File: src/design/rdt_pkg.sv
`timescale 1ns / 1ps
// ----------------------------------------------------------------------------
// rdt_pkg
// shared types and constants of the refcounted descriptor table
// ----------------------------------------------------------------------------
package rdt_pkg;

  // fixed port widths
  localparam int unsigned DESC_PORT_W = 8;
  localparam int unsigned FLAGS_W     = 32;
  localparam int unsigned HASH_PORT_W = 64;
  localparam int unsigned NARROW_W    = 7;

  // free slot search works on groups of this many slots
  localparam int unsigned FS_GRP   = 16;
  localparam int unsigned FS_GRP_W = 4;

  typedef enum logic [2:0] {
    ACT_OPEN   = 3'd0,
    ACT_DUP    = 3'd1,
    ACT_FIND   = 3'd2,
    ACT_SET_EC = 3'd3,
    ACT_CLOSE  = 3'd4
  } action_e;

  typedef enum logic [1:0] {
    ST_OK        = 2'd0,
    ST_BAD_DESC  = 2'd1,
    ST_OPEN_BUSY = 2'd2,
    ST_DUP_BUSY  = 2'd3
  } status_e;

  typedef enum logic [1:0] {
    S_IDLE = 2'd0,
    S_DESC = 2'd1,
    S_EXEC = 2'd2
  } state_e;

endpackage

File: src/design/rdt_free_search.sv
`timescale 1ns / 1ps
// ----------------------------------------------------------------------------
// rdt_free_search
// lowest free slot from 1 upward, two-level registered priority search
// ----------------------------------------------------------------------------
module rdt_free_search import rdt_pkg::*; #(
  parameter int unsigned NUM_FDS = 64,
  parameter int unsigned SLOT_W  = 7,
  localparam int unsigned NUM_SLOTS = NUM_FDS + 1,
  localparam int unsigned NGRP      = (NUM_SLOTS + FS_GRP - 1) / FS_GRP,
  localparam int unsigned GW        = (NGRP > 1) ? $clog2(NGRP) : 1,
  localparam int unsigned PADW      = NGRP * FS_GRP
) (
  input  logic                 clk_i,
  input  logic [NUM_SLOTS-1:0] busy_i,
  output logic [SLOT_W-1:0]    free_slot_o,
  output logic                 free_found_o
);

  logic [PADW+NUM_SLOTS-1:0] free_wide;
  logic [PADW-1:0]           free_pad;
  logic [NGRP-1:0]           grp_any_q;
  logic [FS_GRP_W-1:0]       grp_idx_q [NGRP];
  logic [NGRP-1:0]           grp_low;
  logic [GW+FS_GRP_W-1:0]    sel;
  logic [GW+FS_GRP_W+SLOT_W-1:0] sel_wide;

  // slot 0 is never handed out; padding slots count as taken
  assign free_wide = {{PADW{1'b0}}, ~busy_i[NUM_SLOTS-1:1], 1'b0};
  assign free_pad  = free_wide[PADW-1:0];

  // first level: per group any-free flag and lowest free position
  always_ff @(posedge clk_i) begin
    for (int g = 0; g < NGRP; g++) begin
      logic [FS_GRP-1:0]   grp;
      logic [FS_GRP-1:0]   low;
      logic [FS_GRP_W-1:0] idx;
      grp = free_pad[g*FS_GRP +: FS_GRP];
      low = grp & (~grp + FS_GRP'(1));
      idx = '0;
      for (int i = 0; i < FS_GRP; i++) begin
        if (low[i]) begin
          idx = idx | FS_GRP_W'(i);
        end
      end
      grp_any_q[g] <= |grp;
      grp_idx_q[g] <= idx;
    end
  end

  // second level: lowest group with a free slot
  assign grp_low = grp_any_q & (~grp_any_q + NGRP'(1));

  always_comb begin
    sel = '0;
    for (int g = 0; g < NGRP; g++) begin
      if (grp_low[g]) begin
        sel = sel | {GW'(g), grp_idx_q[g]};
      end
    end
  end

  assign sel_wide     = {{SLOT_W{1'b0}}, sel};
  assign free_slot_o  = sel_wide[SLOT_W-1:0];
  assign free_found_o = |grp_any_q;

endmodule

File: config.mk
export PLATFORM = sky130hd
export DESIGN_NAME = rdt_free_search
export DESIGN_NICKNAME = d
export VERILOG_FILES = /design/src/design/rdt_pkg.sv /design/src/design/rdt_free_search.sv
export SDC_FILE = /design/constraint.sdc
export NUM_CORES = 1
export LEC_CHECK = 0
export BUFFER_PORTS_ARGS = -buffer_cell sky130_fd_sc_hd__buf_4
export CAP_MARGIN = 10
export CORE_MARGIN = 4
export CORE_UTILIZATION = 45
export DETAILED_ROUTE_END_ITERATION = 7
export PLACE_DENSITY = 0.82
export SLEW_MARGIN = 10
export SYNTH_ARGS = -nofsm -noshare
export SYNTH_HDL_FRONTEND = slang
export SYNTH_SLANG_ARGS = --single-unit
File: constraint.sdc
create_clock -name clk_i -period 1.55 [get_ports clk_i]
set_clock_uncertainty 0.05 [all_clocks]
set_input_delay 0.0775 -clock clk_i [delete_from_list [all_inputs] [get_ports clk_i]]
set_output_delay 0.0775 -clock clk_i [all_outputs]
set_load 0.01 [all_outputs]
==> results by group <==
Worst setup path
  • CP peak stage delay: 350 ps
  • Arrival @ worst endpoint: 1380 ps
  • CP startpoint kind: flip-flop
  • CP Class: flip-flop to primary output
  • CP endpoint kind: primary output
  • Slowest cell on the critical path: dfxtp_2
  • CP max FO: 5
  • Crit-path cells: nor3_4, and2_4, a22oi_1, o21ai_1, buf_4
  • Worst path bufs/invs: 1
  • Worst path required time: 1420 ps
  • Crit-path leading delay family: simple AND/OR/NAND/NOR gates

Layout
  • Nets: 328
  • Final cell count without fillers: 291
  • Share of layout cells above drive strength 1: 0.330
  • Fillcell total: 173
  • Commonest non-fill, non-tap cell in the layout: buf_4
  • Most frequent cells in the layout: buf_4, nand2_1, dfxtp_1
  • ANT cells: 0
  • Area grow syn2layout: 60.8%

Pwr
  • Clock power share: 0.233
  • Comb power frac: 0.263
  • Switching share of power: 0.260
  • VDD IR max: 0.000735 V
  • Seq pwr share: 0.504
  • Net Sw Power: 291 µW
  • PD cells: 554 nW/µm²
  • Internal power: 827 µW
  • Static Leak: 0.000929 µW

Timing
  • Crit share post-route: 0.973
  • Hold Vio Cnt, Final: 1
  • Max Slew Vio Count: 0
  • F_max: 663 MHz
  • Worst slew pin tran: 305 ps
  • Slew HR: 0.795
  • Setup violators final: 0
  • RSZ-0062 raised after global routing: true
  • Worst hold slack: -3.38 ps
  • Min Tclk post-route: 1510 ps

Synth
  • Mapped cell area: 1250 µm²
  • Syn avg cell area: 7.30 µm²
  • Post-synthesis cell type count: 35
  • Synth area leader: dfxtp_1
  • Yosys warnings: 0
  • #FFs+latches synth: 21
  • Top FF cell, synth: dfxtp_1
  • Top cells by area, synth: dfxtp_1, nand2_1, nand4_1, o21ai_0, nand3_1
  • Post-synth top area share: 0.335
  • FFs w/ async S/R, synth: 0
  • Net count after synthesis: 238
  • Register area share after synthesis: 0.335
  • EDFF count, synth: 0
  • Synth Instances: 172

Detailed routing
  • Initial detailed-routing violation count: 177
  • Routed wire length: 4040 µm
  • DRT antenna net count: 0
  • Routed vias/inst: 5.73
  • Vias: 1667
  • Number of remaining DRC errors: 0
  • Mean routed wirelength per cell: 13.9 µm
  • Drt first pass iters: 4

Min path
  • Hold Path Class: input pin to flip-flop

Clocking
  • Num CTS Buffers: 3
  • Clock-pin transition on the worst setup and hold timing paths: 110 ps
  • CTS tree: yes
  • Bufs on Longest Clock Path: 2
  • Root Buffer: clkbuf_4
  • Clk sinks: 21
  • H-tree Lvls: 1

Place
  • HPWL after DPL: 3320 µm
  • GPL Wtd Cong: 0.802
  • Placed Cells: 273
  • Port buffer count: 72

Die
  • Initial core utilization: 0.489
  • Die width: 60.8 µm
  • Die ar.: 3700 µm²
  • Die Span Y: 60.8 µm
  • Core ar.: 2570 µm²
  • Row count: 18
  • Top-level port count: 74

Global route
  • Initial antenna violation count: 0
  • Largest net degree at the start of global routing: 13
  • Vias in the first global route: 1580
  • First-pass GRT wire length: 6310 µm
  • GRT Total Usage: 0.219
  • Congestion Overflow GR: 0

Flow run
  • Max_cap viols: 0

Run status
  • Failing checks: hold timing
  • Outcome: finished with violations
-- worst paths after layout --
path / start / cells after the start / to / slack, ps
setup / recovery: grp_any_q[0] / 5 / free_slot_o[3] / 40
hold / removal: busy_i[33] / 2 / grp_idx_q[0][9] / -3
-- synthesized netlist by cell type (2+ instances only) --
cell	count
a21boi_0	4
a21o_1	2
a21oi_1	3
a22oi_1	8
a311oi_1	2
a31oi_1	4
and3_1	2
dfxtp_1	21
inv_1	13
nand2_1	26
nand2b_1	4
nand3_1	13
nand4_1	12
nand4b_1	4
nor2_1	14
nor3_1	4
o211ai_1	4
o21ai_0	15
-- power by group through the flow --
| stage | registers (µW) | logic, µW | clock network [µW] |
|---|---|---|---|
| 6_report | 564 | 294 | 260 |
| 5_1_grt | 565 | 325 | 279 |
| 4_1_cts | 564 | 291 | 261 |
| 3_5_place_dp | 578 | 267 | 0 |
| 3_3_place_gp | 577 | 253 | 0 |
| 2_1_floorplan | 574 | 81.0 | 0 |
-- flip-flops by register name (all words and copies together), names as in the netlist --
name and flops:
grp_any_q 5, grp_idx_q 16
-- logic make-up after synthesis --
group                  synth area share
AO/OA/AOI/OAI                     0.262
buffers and inverters            0.0469
flip-flops                        0.335
AND/OR/NAND/NOR                   0.356
-- what timing repair did --
item / 4_1_cts / 5_1_grt
gates resized for setup: 5 / 7
hold endpoints to repair: 12 / 0
pin swaps: 1 / 3
buffers inserted: 1 / 1
endpoints found under the setup margin: 6 / 6
hold buffers: 13 / 0
-- through the flow --
stage	area, µm²	setup TNS, ps	worst slack [ps]	util	power, µW
floorplan	1250	0	377	-	655
global placement	1830	0	264	0.713	831
detailed placement	1830	0	177	0.713	845
CTS	2010	0	7.42	0.784	1120
global route	2020	-49.4	-22.7	0.786	1170
finish	2020	0	42.4	0.786	1120
-- per-layer routing --
| metal | vias to the layer above | share of wire | track usage |
|---|---|---|---|
| met5 | - | 0 | 0 |
| met4 | 0 | 0.014 | 0.0341 |
| met3 | 6 | 0.099 | 0.0511 |
| met2 | 83 | 0.50 | 0.398 |
| met1 | 758 | 0.39 | 0.267 |
| li1 | 820 | - | - |
-- final cells by class --
| class | instances | area (µm²) | area share |
|---|---|---|---|
| Timing Repair Buffer | 87 | 687 | 0.340 |
| Tap cell | 30 | 37.5 | 0.0186 |
| Clock buffer | 3 | 22.5 | 0.0112 |
| Clock inverter | 1 | 5.00 | 0.00248 |
| Sequential cell | 21 | 427 | 0.211 |
| Inverter | 13 | 48.8 | 0.0242 |
| Multi-Input combinational cell | 136 | 791 | 0.392 |
Note: power is estimated with default switching activity, not from simulation.
